File: config.mk
export PLATFORM = sky130hd
export DESIGN_NAME = up_down_step_counter_with_phase_flat
export DESIGN_NICKNAME = d
export VERILOG_FILES = /design/src/rtl/udsc_pkg.sv /design/src/rtl/udsc_ifs.sv /design/src/rtl/udsc_ctrl.sv /design/src/rtl/udsc_datapath.sv /design/src/rtl/up_down_step_counter_with_phase.sv /design/src/flat_wrapper.sv
export SDC_FILE = /design/constraint.sdc
export NUM_CORES = 1
export LEC_CHECK = 0
export ABC_AREA = 1
export CAP_MARGIN = 10
export CORE_MARGIN = 2
export CORE_UTILIZATION = 50
export CTS_BUF_LIST = sky130_fd_sc_hd__clkbuf_16
export DETAILED_ROUTE_END_ITERATION = 8
export DONT_BUFFER_PORTS = 1
export GPL_TIMING_DRIVEN = 0
export SETUP_SLACK_MARGIN = 0.1
export SYNTH_ARGS = -nofsm -noshare
export SYNTH_HDL_FRONTEND = slang
export SYNTH_SLANG_ARGS = --single-unit
File: constraint.sdc
create_clock -name clk -period 10.2 [get_ports clk]
set_input_delay 3.06 -clock clk [delete_from_list [all_inputs] [get_ports clk]]
set_output_delay 3.06 -clock clk [all_outputs]
set_load 0.05 [all_outputs]
File: src/rtl/udsc_pkg.sv
// ----------------------------------------------------------------------------
// udsc_pkg
// Shared types and codes for the up/down step counter with phase output.
// ----------------------------------------------------------------------------
package udsc_pkg;

  // configuration register indexes
  localparam int CFG_IDX_W = 2;

  typedef enum logic [CFG_IDX_W-1:0] {
    CFG_STEP_TOTAL   = 2'd0,
    CFG_ZERO_BASED   = 2'd1,
    CFG_BOUND_MODE   = 2'd2,
    CFG_RESET_TARGET = 2'd3
  } udsc_cfg_idx_t;

  // bound_mode codes
  localparam logic [1:0] MODE_STOP      = 2'd0;
  localparam logic [1:0] MODE_UNBOUNDED = 2'd1;
  localparam logic [1:0] MODE_LOOP      = 2'd2;

  // reset_target codes
  localparam logic [1:0] TGT_LOW  = 2'd0;
  localparam logic [1:0] TGT_MID  = 2'd1;
  localparam logic [1:0] TGT_HIGH = 2'd2;

  // register reset values
  localparam logic [1:0] BOUND_MODE_RST   = MODE_LOOP;
  localparam logic [1:0] RESET_TARGET_RST = TGT_LOW;

  typedef enum logic [3:0] {
    ST_IDLE,
    ST_UP,
    ST_DOWN,
    ST_RESET,
    ST_MOD_INIT,
    ST_MOD,
    ST_SCALE_INIT,
    ST_SCALE,
    ST_DONE
  } udsc_state_t;

  // controller -> datapath
  typedef struct packed {
    logic capture;
    logic step_up;
    logic step_down;
    logic apply_reset;
    logic mod_init;
    logic mod_iter;
    logic scale_init;
    logic scale_iter;
    logic result_load;
  } udsc_cmd_t;

  // datapath -> controller
  typedef struct packed {
    logic need_mod;
    logic iter_last;
    logic out_free;
  } udsc_stat_t;

endpackage

File: src/rtl/udsc_ifs.sv
// ----------------------------------------------------------------------------
// udsc channel interfaces
// Event input, result output and configuration write channels.
// ----------------------------------------------------------------------------
interface udsc_in_if;
  logic valid;
  logic ready;
  logic up_event;
  logic down_event;
  logic reset_event;

  modport source (output valid, up_event, down_event, reset_event, input ready);
  modport sink   (input valid, up_event, down_event, reset_event, output ready);
endinterface

interface udsc_out_if #(
  parameter int COUNT_WIDTH = 32,
  parameter int PHASE_BITS  = 12
);
  logic                          valid;
  logic                          ready;
  logic signed [COUNT_WIDTH-1:0] count_value;
  logic                          end_gate;
  logic        [PHASE_BITS-1:0]  phase_code;

  modport source (output valid, count_value, end_gate, phase_code, input ready);
  modport sink   (input valid, count_value, end_gate, phase_code, output ready);
endinterface

interface udsc_cfg_if #(
  parameter int DATA_W = 16
);
  logic              valid;
  logic              ready;
  logic [1:0]        index;
  logic [DATA_W-1:0] data;

  modport source (output valid, index, data, input ready);
  modport sink   (input valid, index, data, output ready);
endinterface

File: src/rtl/udsc_ctrl.sv
// ----------------------------------------------------------------------------
// udsc_ctrl
// Sequencer: steps one tick through up, down, reset, modulo (unbounded mode only) and phase scaling.
// ----------------------------------------------------------------------------
module udsc_ctrl (
  input  logic                clk,
  input  logic                rst,
  input  logic                in_valid,
  output logic                in_ready,
  output udsc_pkg::udsc_cmd_t cmd,
  input  udsc_pkg::udsc_stat_t stat
);
  import udsc_pkg::*;

  udsc_state_t state;
  udsc_state_t state_next;

  always_ff @(posedge clk) begin
    if (rst) begin
      state <= ST_IDLE;
    end else begin
      state <= state_next;
    end
  end

  always_comb begin
    state_next = state;
    unique case (state)
      ST_IDLE: begin
        if (in_valid) state_next = ST_UP;
      end
      ST_UP:    state_next = ST_DOWN;
      ST_DOWN:  state_next = ST_RESET;
      ST_RESET: begin
        state_next = stat.need_mod ? ST_MOD_INIT : ST_SCALE_INIT;
      end
      ST_MOD_INIT: state_next = ST_MOD;
      ST_MOD: begin
        if (stat.iter_last) state_next = ST_SCALE_INIT;
      end
      ST_SCALE_INIT: state_next = ST_SCALE;
      ST_SCALE: begin
        if (stat.iter_last) state_next = ST_DONE;
      end
      ST_DONE: begin
        if (stat.out_free) state_next = ST_IDLE;
      end
      default: state_next = ST_IDLE;
    endcase
  end

  always_comb begin
    cmd      = '0;
    in_ready = 1'b0;
    unique case (state)
      ST_IDLE: begin
        in_ready    = 1'b1;
        cmd.capture = in_valid;
      end
      ST_UP:         cmd.step_up     = 1'b1;
      ST_DOWN:       cmd.step_down   = 1'b1;
      ST_RESET:      cmd.apply_reset = 1'b1;
      ST_MOD_INIT:   cmd.mod_init    = 1'b1;
      ST_MOD:        cmd.mod_iter    = 1'b1;
      ST_SCALE_INIT: cmd.scale_init  = 1'b1;
      ST_SCALE:      cmd.scale_iter  = 1'b1;
      ST_DONE:       cmd.result_load = stat.out_free;
      default: ;
    endcase
  end

endmodule

File: src/rtl/udsc_datapath.sv
// ----------------------------------------------------------------------------
// udsc_datapath
// Config registers, count state, serial modulo and phase scaler, result reg.
// ----------------------------------------------------------------------------
module udsc_datapath #(
  parameter int COUNT_WIDTH = 32,
  parameter int STEPS_WIDTH = 16,
  parameter int PHASE_BITS  = 12
) (
  input  logic                 clk,
  input  logic                 rst,
  input  udsc_pkg::udsc_cmd_t  cmd,
  output udsc_pkg::udsc_stat_t stat,
  input  logic                 up_event,
  input  logic                 down_event,
  input  logic                 reset_event,
  udsc_cfg_if.sink             cfg,
  udsc_out_if.source           result
);
  import udsc_pkg::*;

  localparam int CW    = COUNT_WIDTH;
  localparam int SW    = STEPS_WIDTH;
  localparam int PB    = PHASE_BITS;
  localparam int WW    = ((CW > SW + 1) ? CW : SW + 1) + 1;
  localparam int MAXN  = (CW > PB) ? CW : PB;
  localparam int IW    = $clog2(MAXN);

  localparam logic signed [CW-1:0] CNT_MAX = {1'b0, {(CW-1){1'b1}}};
  localparam logic signed [CW-1:0] CNT_MIN = {1'b1, {(CW-1){1'b0}}};
  localparam logic signed [WW-1:0] CNT_MAX_W = {{(WW-CW){1'b0}}, CNT_MAX};
  localparam logic [PB-1:0]        FULL = {PB{1'b1}};

  // configuration
  logic [SW-1:0] step_total;
  logic          zero_based;
  logic [1:0]    bound_mode;
  logic [1:0]    reset_target;

  // tick state
  logic                 up_ev, down_ev, reset_ev;
  logic [SW-1:0]        steps;
  logic [SW-1:0]        div;
  logic signed [CW-1:0] lb;
  logic signed [CW-1:0] ub;
  logic signed [CW-1:0] count_reg;
  logic                 rising_dir;

  // modulo and scaler
  logic [CW-1:0]        mag;
  logic [SW:0]          rem;
  logic                 neg;
  logic signed [WW-1:0] p_val;
  logic [SW:0]          r;
  logic [PB-1:0]        q;
  logic                 clamp_lo, clamp_hi;
  logic [IW-1:0]        iter;

  // result register
  logic                 out_valid;
  logic signed [CW-1:0] out_count;
  logic                 out_gate;
  logic [PB-1:0]        out_code;

  // combinational
  logic [SW-1:0]        steps_c;
  logic signed [WW-1:0] steps_w;
  logic signed [WW-1:0] ub_raw;
  logic signed [CW-1:0] ub_c;
  logic [SW-1:0]        div_c;
  logic signed [CW-1:0] cnt_inc, cnt_dec, cnt_step;
  logic signed [CW:0]   mid_sum;
  logic [SW:0]          rem_sh;
  logic [SW-1:0]        p_mod;
  logic signed [WW-1:0] p_c;
  logic [SW:0]          r_sh;
  logic [PB-1:0]        q_sh;
  logic [PB-1:0]        code_c;
  logic signed [WW-1:0] count_w;
  logic                 gate_c;

  assign cfg.ready = 1'b1;

  always_ff @(posedge clk) begin
    if (rst) begin
      step_total   <= SW'(16);
      zero_based   <= 1'b0;
      bound_mode   <= BOUND_MODE_RST;
      reset_target <= RESET_TARGET_RST;
    end else if (cfg.valid) begin
      unique case (udsc_cfg_idx_t'(cfg.index))
        CFG_STEP_TOTAL:   step_total   <= cfg.data[SW-1:0];
        CFG_ZERO_BASED:   zero_based   <= cfg.data[0];
        CFG_BOUND_MODE:   bound_mode   <= cfg.data[1:0];
        CFG_RESET_TARGET: reset_target <= cfg.data[1:0];
        default: ;
      endcase
    end
  end

  // bounds from config, registered at capture
  always_comb begin
    steps_c = (step_total == '0) ? SW'(1) : step_total;
    steps_w = {{(WW-SW){1'b0}}, steps_c};
    ub_raw  = zero_based ? (steps_w - WW'(1)) : steps_w;
    ub_c    = (ub_raw > CNT_MAX_W) ? CNT_MAX : ub_raw[CW-1:0];
    if (zero_based) begin
      div_c = (steps_c > SW'(1)) ? (steps_c - SW'(1)) : SW'(1);
    end else begin
      div_c = steps_c;
    end
  end

  // one up or down step with bound handling
  always_comb begin
    cnt_inc  = (count_reg != CNT_MAX) ? (count_reg + CW'(1)) : count_reg;
    cnt_dec  = (count_reg != CNT_MIN) ? (count_reg - CW'(1)) : count_reg;
    cnt_step = count_reg;
    if (cmd.step_up) begin
      cnt_step = cnt_inc;
      if (cnt_inc > ub) begin
        if (bound_mode == MODE_STOP)      cnt_step = ub;
        else if (bound_mode == MODE_LOOP) cnt_step = lb;
      end
    end else begin
      cnt_step = cnt_dec;
      if (cnt_dec < lb) begin
        if (bound_mode == MODE_STOP)      cnt_step = lb;
        else if (bound_mode == MODE_LOOP) cnt_step = ub;
      end
    end
    mid_sum = {lb[CW-1], lb} + {ub[CW-1], ub};
  end

  always_ff @(posedge clk) begin
    if (rst) begin
      count_reg  <= CW'(1);
      rising_dir <= 1'b1;
    end else begin
      if (cmd.step_up && up_ev) begin
        count_reg  <= cnt_step;
        rising_dir <= 1'b1;
      end
      if (cmd.step_down && down_ev) begin
        count_reg  <= cnt_step;
        rising_dir <= 1'b0;
      end
      if (cmd.apply_reset && reset_ev) begin
        case (reset_target)
          TGT_LOW:  count_reg <= lb;
          TGT_MID:  count_reg <= mid_sum[CW:1];
          TGT_HIGH: count_reg <= ub;
          default:  ;
        endcase
      end
    end
  end

  always_ff @(posedge clk) begin
    if (cmd.capture) begin
      up_ev    <= up_event;
      down_ev  <= down_event;
      reset_ev <= reset_event;
      steps    <= steps_c;
      div      <= div_c;
      lb       <= zero_based ? CW'(0) : CW'(1);
      ub       <= ub_c;
    end
  end

  // magnitude modulo steps, one bit per cycle, then floored fix-up
  always_comb begin
    rem_sh = {rem[SW-1:0], mag[CW-1]};
    if (neg && (rem != '0)) begin
      p_mod = steps - rem[SW-1:0];
    end else begin
      p_mod = rem[SW-1:0];
    end
    count_w = {{(WW-CW){count_reg[CW-1]}}, count_reg};
    p_c     = stat.need_mod ? {{(WW-SW){1'b0}}, p_mod} : count_w;
    r_sh    = {r[SW-1:0], 1'b0};
    q_sh    = {q[PB-2:0], 1'b0};
  end

  always_ff @(posedge clk) begin
    if (cmd.mod_init) begin
      mag  <= count_reg[CW-1] ? (CW'(0) - count_reg) : count_reg;
      neg  <= count_reg[CW-1];
      rem  <= '0;
      iter <= IW'(CW - 1);
    end
    if (cmd.mod_iter) begin
      mag  <= {mag[CW-2:0], 1'b0};
      rem  <= (rem_sh >= {1'b0, steps}) ? (rem_sh - {1'b0, steps}) : rem_sh;
      iter <= iter - IW'(1);
    end
    if (cmd.scale_init) begin
      p_val    <= p_c;
      r        <= {1'b0, p_c[SW-1:0]};
      q        <= '0;
      clamp_lo <= (p_c <= WW'(0));
      clamp_hi <= (p_c >= {{(WW-SW){1'b0}}, div});
      iter     <= IW'(PB - 1);
    end
    if (cmd.scale_iter) begin
      if (r_sh >= {1'b0, div}) begin
        r <= r_sh - {1'b0, div};
        q <= q_sh | PB'(1);
      end else begin
        r <= r_sh;
        q <= q_sh;
      end
      iter <= iter - IW'(1);
    end
  end

  // final code and end gate
  always_comb begin
    if (clamp_lo) begin
      code_c = '0;
    end else if (clamp_hi) begin
      code_c = FULL;
    end else if (r < {1'b0, p_val[SW-1:0]}) begin
      code_c = q - PB'(1);
    end else begin
      code_c = q;
    end
    if (bound_mode != MODE_STOP) begin
      gate_c = zero_based ? (count_reg == '0) : (count_w == {{(WW-SW){1'b0}}, steps});
    end else begin
      gate_c = (!rising_dir && (count_reg == lb)) || (rising_dir && (count_reg == ub));
    end
  end

  always_ff @(posedge clk) begin
    if (rst) begin
      out_valid <= 1'b0;
    end else if (cmd.result_load) begin
      out_valid <= 1'b1;
    end else if (result.ready) begin
      out_valid <= 1'b0;
    end
  end

  always_ff @(posedge clk) begin
    if (cmd.result_load) begin
      out_count <= count_reg;
      out_gate  <= gate_c;
      out_code  <= code_c;
    end
  end

  assign result.valid       = out_valid;
  assign result.count_value = out_count;
  assign result.end_gate    = out_gate;
  assign result.phase_code  = out_code;

  assign stat.need_mod  = (bound_mode == MODE_UNBOUNDED);
  assign stat.iter_last = (iter == '0);
  assign stat.out_free  = !out_valid || result.ready;

endmodule

File: src/rtl/up_down_step_counter_with_phase.sv
// ----------------------------------------------------------------------------
// up_down_step_counter_with_phase
// Step counter with clamp, unbounded or wrap bounds and a stepped phase code.
//
//   channel  role   payload
//   events   sink   up_event, down_event, reset_event
//   result   source count_value, end_gate, phase_code
//   cfg      sink   index, data (always ready)
//
// an item runs the up, down and reset steps, then the one-bit-per-cycle modulo
// (unbounded mode only) and phase scaler, and its result is loaded into the output reg.
// one item at a time; the next is taken once the result is in the output reg.
// a stalled result holds the sequencer in its last step.
// reset: count 1, rising, steps 16, one-based, loop mode, reset to low bound.
// ----------------------------------------------------------------------------
module up_down_step_counter_with_phase #(
  parameter int COUNT_WIDTH = 32,
  parameter int STEPS_WIDTH = 16,
  parameter int PHASE_BITS  = 12
) (
  input  logic       clk,
  input  logic       rst,
  udsc_in_if.sink    events,
  udsc_out_if.source result,
  udsc_cfg_if.sink   cfg
);
  import udsc_pkg::*;

  udsc_cmd_t  cmd;
  udsc_stat_t stat;

  udsc_ctrl u_ctrl (
    .clk      (clk),
    .rst      (rst),
    .in_valid (events.valid),
    .in_ready (events.ready),
    .cmd      (cmd),
    .stat     (stat)
  );

  udsc_datapath #(
    .COUNT_WIDTH (COUNT_WIDTH),
    .STEPS_WIDTH (STEPS_WIDTH),
    .PHASE_BITS  (PHASE_BITS)
  ) u_datapath (
    .clk         (clk),
    .rst         (rst),
    .cmd         (cmd),
    .stat        (stat),
    .up_event    (events.up_event),
    .down_event  (events.down_event),
    .reset_event (events.reset_event),
    .cfg         (cfg),
    .result      (result)
  );

`ifndef SYNTH
  // sequencer drives at most one datapath command per cycle
  a_cmd_onehot: assert property (@(posedge clk) disable iff (rst) $onehot0(cmd))
    else $error("more than one datapath command active");

  // a transfer on events starts a tick, so no second transfer follows at once
  a_no_back_to_back: assert property (@(posedge clk) disable iff (rst)
    (events.valid && events.ready) |=> !events.ready)
    else $error("events taken while a tick is in progress");

  // loading a result always presents it on the next cycle
  a_result_shown: assert property (@(posedge clk) disable iff (rst)
    cmd.result_load |=> result.valid)
    else $error("loaded result not presented");
`endif

endmodule

File: src/flat_wrapper.sv
// flat-port wrapper written by rule: the top's interface ports become plain ports
module up_down_step_counter_with_phase_flat import udsc_pkg::*;
#(
  parameter int COUNT_WIDTH = 32,
  parameter int STEPS_WIDTH = 16,
  parameter int PHASE_BITS  = 12
)
  (clk, rst, events_valid, events_up_event, events_down_event, events_reset_event, events_ready, result_valid, result_count_value, result_end_gate, result_phase_code, result_ready, cfg_valid, cfg_index, cfg_data, cfg_ready);
  udsc_in_if events_i ();
  udsc_out_if #(.COUNT_WIDTH(COUNT_WIDTH), .PHASE_BITS(PHASE_BITS)) result_i ();
  udsc_cfg_if #(.DATA_W(STEPS_WIDTH)) cfg_i ();
  input  logic clk;
  input  logic rst;
  input wire logic [$bits(events_i.valid)-1:0] events_valid;
  input wire logic [$bits(events_i.up_event)-1:0] events_up_event;
  input wire logic [$bits(events_i.down_event)-1:0] events_down_event;
  input wire logic [$bits(events_i.reset_event)-1:0] events_reset_event;
  output wire logic [$bits(events_i.ready)-1:0] events_ready;
  output wire logic [$bits(result_i.valid)-1:0] result_valid;
  output wire logic [$bits(result_i.count_value)-1:0] result_count_value;
  output wire logic [$bits(result_i.end_gate)-1:0] result_end_gate;
  output wire logic [$bits(result_i.phase_code)-1:0] result_phase_code;
  input wire logic [$bits(result_i.ready)-1:0] result_ready;
  input wire logic [$bits(cfg_i.valid)-1:0] cfg_valid;
  input wire logic [$bits(cfg_i.index)-1:0] cfg_index;
  input wire logic [$bits(cfg_i.data)-1:0] cfg_data;
  output wire logic [$bits(cfg_i.ready)-1:0] cfg_ready;
  assign events_i.valid = events_valid;
  assign events_i.up_event = events_up_event;
  assign events_i.down_event = events_down_event;
  assign events_i.reset_event = events_reset_event;
  assign events_ready = events_i.ready;
  assign result_valid = result_i.valid;
  assign result_count_value = result_i.count_value;
  assign result_end_gate = result_i.end_gate;
  assign result_phase_code = result_i.phase_code;
  assign result_i.ready = result_ready;
  assign cfg_i.valid = cfg_valid;
  assign cfg_i.index = cfg_index;
  assign cfg_i.data = cfg_data;
  assign cfg_ready = cfg_i.ready;
  up_down_step_counter_with_phase #(.COUNT_WIDTH(COUNT_WIDTH), .STEPS_WIDTH(STEPS_WIDTH), .PHASE_BITS(PHASE_BITS)) u_core (.clk(clk), .rst(rst), .events(events_i), .result(result_i), .cfg(cfg_i));
endmodule
==> results.sh, run 1 <==
export IMPL_status="finished, final reports clean"
export IMPL_critical_path_arrival_ns=5.77
export IMPL_drcViolationCount=0
export IMPL_grt_use_total_pct=36.06
export IMPL_std_cell_rows=73
export IMPL_ant_nets=0
export IMPL_required_ns=10.64
export IMPL_synth_edf_count=199
export IMPL_fin_setup_tns_ns=0
export IMPL_p_comb_share_pct=53.2
export IMPL_layout_setup_ws_ns=4.874
export IMPL_start_util_pct=50.46
export IMPL_cts_max_level=1
export IMPL_fill_cells=3857
export IMPL_syn_to_final_growth_pct=8.740
export IMPL_seq_power_share_pct=28.2
export IMPL_post_place_ws_ns=4.992
export IMPL_io_pins=74
export IMPL_path_class="reg2reg"
export IMPL_synth_seq_area_share_pct=35.96
export IMPL_first_iter_violations=1953
export IMPL_hold_viol=0
export IMPL_grt_pass1_vias=18460
export IMPL_globalplace_congestion=1.033
export IMPL_syn_inst=2780
export IMPL_dieHeight_um=203.8
export IMPL_ys_seq_elements=259
export IMPL_hp_class="reg2reg"
export IMPL_clk_pin_slew_ns=0.06
export IMPL_powerDensity_nw_per_um2=254.7
export IMPL_worstPathMaxFanout=10
export IMPL_synth_nets=2929
export IMPL_cts_root_buf="clkbuf_16"
export IMPL_max_clock_freq_mhz=187.8
export IMPL_end_kind="register"
export IMPL_totalPowerFinal_w=0.005526
export IMPL_clk_path_buf_depth=3
export IMPL_p_sw_share_pct=50.36
export IMPL_grt_max_degree=36
export IMPL_nets=2969
export IMPL_viasPerCell=5.885
export IMPL_gr_total_overflow=0
export IMPL_coreArea_um2=39550
export IMPL_cts_resized=0
export IMPL_clock_latency_ns=0.60
export IMPL_cts_sinks=259
export IMPL_most_common_layout_cells="nand2_1, inv_1, nor2_1, o21ai_0, a21oi_1"
export IMPL_pwr_share_clk_pct=18.6
export IMPL_synthesis_area_um2=19960
export IMPL_final_common_cell="nand2_1"
export IMPL_p_int_w=0.002743
export IMPL_synth_area_top_cells="edfxtp_1, nand2_1, ha_1"
export IMPL_routedWlPerCell_um=22.35
export IMPL_cts_inserted_buffers=30
export IMPL_rsz0062_at_grt="false"
export IMPL_antenna_found_initial=1
export IMPL_post_route_min_period_ns=5.326
export IMPL_async_flop_share_pct=0
export IMPL_post_cts_buffers=0
export IMPL_yosysTopAreaCell="edfxtp_1"
export IMPL_dieArea_um2=41530
export IMPL_numPortBuffers=0
export IMPL_ir_drop_v=0.0001690
export IMPL_routed_wirelength_mm=75.31
export IMPL_ys_warn_count=0
export IMPL_n_antenna_cell=0
export IMPL_synthFlopType="edfxtp_1"
export IMPL_dpl_hpwl_mm=59.82
export IMPL_num_vias=19830
export IMPL_avgSynthCellArea_um2=7.179
export IMPL_grt_pass1_wl_mm=112.5
export IMPL_critPathLaunchType="register"
export IMPL_maxSlewViolCount=0
export IMPL_period_share_pct=52.22
export IMPL_max_slew_margin_rel_pct=28.91
export IMPL_setup_violations=0
export IMPL_yosysUniqueCellTypes=61
export IMPL_drt_pass1_iterations=8
export IMPL_cts_hold_buf=0
export IMPL_drive_gt1_share_pct=5.485
export IMPL_fp_dieW_um=203.8
export IMPL_yosysTopAreaCellShare_pct=29.94
export IMPL_p_leak_nw=9.791
export IMPL_p_sw_w=0.002783
export IMPL_worst_pin_slew_ns=1.061
export IMPL_cts_tree="built"
export IMPL_fin_skew_ns=0.03461
export IMPL_drv_cap=0
==> synth_stat cells, types with 50 or more instances <==
library cell	instances
nand2_1	717
inv_1	333
nor2_1	252
o21ai_0	241
a21oi_1	208
edfxtp_1	199
nand3_1	133
ha_1	120
clkbuf_1	81
xor2_1	61
dfxtp_1	60
nor3_1	50
==> per-layer routing <==
metal	up-vias	global-route usage, %	wire length, µm
li1	9352	-	-
met1	9320	49.91	32120
met2	955	57.01	33330
met3	200	4.426	6368
met4	0	15.15	3493
met5	-	0	0
==> power groups by stage <==
| stage | sequential [W] | combinational (W) | clock [W] |
|---|---|---|---|
| 2_1_floorplan | 0.00150 | 0.00194 | 0 |
| 3_3_place_gp | 0.00159 | 0.00278 | 0 |
| 3_5_place_dp | 0.00157 | 0.00283 | 0 |
| 4_1_cts | 0.00155 | 0.00285 | 0.00104 |
| 5_1_grt | 0.00157 | 0.00321 | 0.00108 |
| 6_report | 0.00156 | 0.00294 | 0.00103 |
==> kinds of logic (layout without fill, tap and decap cells) <==
group                    count (synthesis)  in the layout  synth area share [%]
AO/OA/AOI/OAI                          561            561                 15.62
other                                    1              1               0.01879
buffers and inverters                  473            537                 9.580
flip-flops                             259            259                 35.96
XOR/XNOR                                97             97                 4.257
adder cells (fa/ha/maj)                123            123                 7.824
AND/OR/NAND/NOR                       1266           1266                 26.73
==> critical path: stages (launching register included) <==
cell	delay [ns]
dfxtp_1	0.48
clkbuf_1	0.65
nand2_1	0.20
nor4_1	0.42
nand2_1	0.20
clkbuf_1	0.28
and3_1	0.32
ha_1	0.38
nand2_1	0.08
nor2_1	0.14
nand2_1	0.09
nor4_1	0.32
nand2_1	0.12
nand2_1	0.07
nand2_1	0.06
nand3_1	0.13
clkinv_1	0.25
clkbuf_1	0.32
nand2_1	0.12
nand2_1	0.06
a21oi_1	0.16
nand2_1	0.07
nand2_1	0.11
a21oi_1	0.10
==> path summary, 6_finish.rpt <==
check | to | from | slack, ns | cells past startpoint
setup / recovery | u_core.u_datapath.count_reg[10] | u_core.u_datapath.count_reg[10] | 4.87 | 23
hold / removal | u_core.u_datapath.result.count_value[22] | u_core.u_datapath.count_reg[22] | 0.42 | 0
setup reg to reg | u_core.u_datapath.count_reg[10] | u_core.u_datapath.count_reg[10] | 4.87 | 23
hold reg to reg | u_core.u_datapath.result.count_value[22] | u_core.u_datapath.count_reg[22] | 0.42 | 0
==> metrics by stage <==
stage	instances	hold slack [ns]	instance area [µm²]	util [%]
finish	3369	0.4205	21700	54.87
floorplan	2780	0.4029	19960	-
global route	3369	0.4350	21700	54.87
detailed placement	3313	0.4080	20750	52.47
CTS	3369	0.4205	21700	54.87
global placement	3305	0.4078	20610	52.12
==> final cells by class <==
| class | count | area (µm²) | share of cell area (%) |
|---|---|---|---|
| Multi-Input combinational cell | 2048 | 10900 | 50.23 |
| Sequential cell | 259 | 7177 | 33.07 |
| Inverter | 341 | 1280 | 5.898 |
| Buffer | 132 | 631.9 | 2.912 |
| Timing Repair Buffer | 8 | 103.9 | 0.4786 |
| Clock inverter | 25 | 175.2 | 0.8072 |
| Clock buffer | 31 | 775.7 | 3.575 |
| Tap cell | 525 | 656.9 | 3.027 |
No activity file was read; power rests on OpenSTA's default activity.
==> inputs of run 2 (changes only) <==
- ABC_AREA: 1 -> 0
- PLACE_DENSITY: default -> 0.68
- clock period: 10.2 -> 4.85 ns (I/O delays scaled with it)
==> results.sh, run 2 <==
export IMPL_hp_class="reg2reg"
export IMPL_worst_pin_slew_ns=1.138
export IMPL_period_share_pct=97.15
export IMPL_start_util_pct=50.81
export IMPL_yosysUniqueCellTypes=82
export IMPL_use_met1_pct=49.10
export IMPL_post_route_min_period_ns=4.712
export IMPL_end_kind="register"
export IMPL_dpl_hpwl_mm=49.59
export IMPL_top_usage_layer="met1"
export IMPL_slowest_stage="dfxtp_1"
export IMPL_ys_seq_elements=259
export IMPL_worstPathMaxFanout=10
export IMPL_multi_input_area_um2=10790
export IMPL_p_leak_nw=8.143
export IMPL_final_common_cell="nand2_1"
export IMPL_cts_tree="built"
export IMPL_viasPerCell=6.386
export IMPL_first_iter_violations=1941
export IMPL_path_class="reg2reg"
export IMPL_num_vias=16740
export IMPL_synth_area_top_cells="edfxtp_1, ha_1, dfxtp_1"
export IMPL_grt_use_total_pct=33.15
export IMPL_async_flop_share_pct=0
export IMPL_globalplace_congestion=1.008
export IMPL_yosysTopAreaCell="edfxtp_1"
export IMPL_drive_gt1_share_pct=7.989
export IMPL_nets=2278
export IMPL_worst_path_largest_cell_delay_ns=0.47
export IMPL_timing_critical_path_buf_inv=3
export IMPL_max_slew_margin_rel_pct=23.94
export IMPL_setup_violations=0
export IMPL_worst_path_dominant_cell_family="compound AO/OA/AOI/OAI gates"
export IMPL_synth_common_cells="nand2_1, edfxtp_1, nor2_1, o21ai_0"
export IMPL_io_pins=74
export IMPL_synth_edf_count=199
export IMPL_drt_pass1_iterations=6
export IMPL_critPathLaunchType="register"
export IMPL_n_antenna_cell=0
export IMPL_cts_inserted_buffers=30
export IMPL_synthFlopType="edfxtp_1"
export IMPL_required_ns=5.29
export IMPL_fill_cells=3326
export IMPL_yosysTopAreaCellShare_pct=32.05
export IMPL_ys_warn_count=0
export IMPL_synth_nets=2229
export IMPL_max_clock_freq_mhz=212.2
export IMPL_worstPathCellList="buf_6 -> and4_1 -> and2_1 -> and4_4 -> nand4_1 -> buf_4 -> nand3_1 -> nor2_1 -> xor2_1 -> ha_1 -> a21o_1 -> a21oi_1 -> nor2b_1 -> o31a_1 -> o2111ai_2 -> nand2_2 -> buf_4 -> a22o_1 -> a221oi_1 -> nor2_1"
export IMPL_grt_max_degree=42
export IMPL_powerDensity_nw_per_um2=324.6
export IMPL_status="finished, final reports clean"
export IMPL_drcViolationCount=0
export IMPL_drv_cap=0
export IMPL_grt_pass1_wl_mm=97.24
export IMPL_syn_to_final_growth_pct=11.69
export IMPL_maxSlewViolCount=0
export IMPL_gr_total_overflow=0
export IMPL_synth_seq_area_share_pct=38.49
export IMPL_grt_pass1_vias=15690
export IMPL_dieArea_um2=38860
export IMPL_critical_path_arrival_ns=5.15
export IMPL_clk_path_buf_depth=3
export IMPL_cts_root_buf="clkbuf_16"
export IMPL_avgSynthCellArea_um2=8.965
export IMPL_synthesis_area_um2=18650
export IMPL_std_cell_rows=70
export IMPL_fin_setup_tns_ns=0
export IMPL_clk_pin_slew_ns=0.06
export IMPL_fin_util_pct=56.75
export IMPL_coreArea_um2=36700
export IMPL_syn_inst=2080
export IMPL_ir_drop_v=0.0002598
export IMPL_clock_latency_ns=0.58
export IMPL_yosysMostFrequentCell="nand2_1"
export IMPL_fin_skew_ns=0.02507
export IMPL_cts_sinks=259
export IMPL_routedWlPerCell_um=24.70
export IMPL_met3_usage_pct=6.847
export IMPL_cts_max_level=1
export IMPL_grt_util_met2_pct=48.16
export IMPL_ant_nets=0
export IMPL_most_common_layout_cells="nand2_1, edfxtp_1, nor2_1, inv_1, o21ai_0"
export IMPL_rsz0062_at_grt="true"
export IMPL_fp_dieW_um=197.1
export IMPL_numPortBuffers=0
export IMPL_antenna_found_initial=1
export IMPL_routed_wirelength_mm=64.73
export IMPL_hold_viol=0
export IMPL_seq_area_um2=7178
export IMPL_dieHeight_um=197.1
run 2: changes by cell type after synthesis, moves of 39 or more:
cell	before	now
nand2_1	717	210
inv_1	333	120
nor2_1	252	137
o21ai_0	241	127
nand3_1	133	40
a21oi_1	208	119
xnor2_1	36	94
mux2i_1	0	39
run 2: routing by layer:
layer	wire, µm	share of wire [%]
met2	26950	42
met4	2310	3.6
met3	6575	10
met1	28880	45
met5	17	0.026
run 2: stage by stage:
| step | total power [W] | hold WS [ns] | cell area [µm²] | setup slack (ns) | cells |
|---|---|---|---|---|---|
| 4_1_cts | 0.006682 | 0.4268 | 20590 | 0.1159 | 2618 |
| 2_1_floorplan | 0.003802 | 0.4064 | 18650 | 0.2796 | 2080 |
| 5_1_grt | 0.007009 | 0.4420 | 20830 | 0.09324 | 2621 |
| 3_3_place_gp | 0.004340 | 0.4132 | 19230 | -1.763 | 2548 |
| 3_5_place_dp | 0.004362 | 0.4114 | 19370 | -1.043 | 2555 |
| 6_report | 0.006761 | 0.4238 | 20830 | 0.1380 | 2621 |
run 2: where the power goes:
group	switching (W)	internal [W]	total [W]
sequential	0.000123	0.00249	0.00262
combinational	0.00119	0.000641	0.00183
clock	0.000936	0.00138	0.00231
run 2: final timing paths:
path                            slack, ns                                  endpoint                       startpoint  cells past startpoint
worst max-delay path                 0.14            u_core.u_datapath.count_reg[9]  u_core.u_datapath.count_reg[11]                     20
worst min-delay path                 0.42  u_core.u_datapath.result.count_value[26]  u_core.u_datapath.count_reg[26]                      0
worst max register to register       0.14            u_core.u_datapath.count_reg[9]  u_core.u_datapath.count_reg[11]                     20
worst min register to register       0.42  u_core.u_datapath.result.count_value[26]  u_core.u_datapath.count_reg[26]                      0
run 2: timing repair:
| action | CTS | global route |
|---|---|---|
| hold buffers | 0 | 0 |
| gates resized for setup | 51 | 66 |
| pin swaps | 6 | 6 |
| setup buffers | 7 | 3 |
| endpoints found under the setup margin | 32 | 33 |
run 2: cells by family (layout without fill, tap and decap cells):
group / after synthesis / in the layout / synth area share, %
multiplexers: 44 / 44 / 2.395
AND/OR/NAND/NOR: 688 / 688 / 18.40
other: 1 / 1 / 0.02011
XOR/XNOR: 179 / 179 / 8.407
flip-flops: 259 / 259 / 38.49
AO/OA/AOI/OAI: 526 / 526 / 18.50
adder cells (fa/ha/maj): 123 / 123 / 8.374
buffers and inverters: 260 / 333 / 5.415
run 2: cell type report:
type / instances / area share (%)
Buffer: 138 / 2.980
Clock buffer: 33 / 3.965
Clock inverter: 23 / 0.8831
Inverter: 122 / 2.199
Multi-Input combinational cell: 1561 / 51.82
Sequential cell: 259 / 34.46
Tap cell: 468 / 2.811
Timing Repair Buffer: 17 / 0.8771
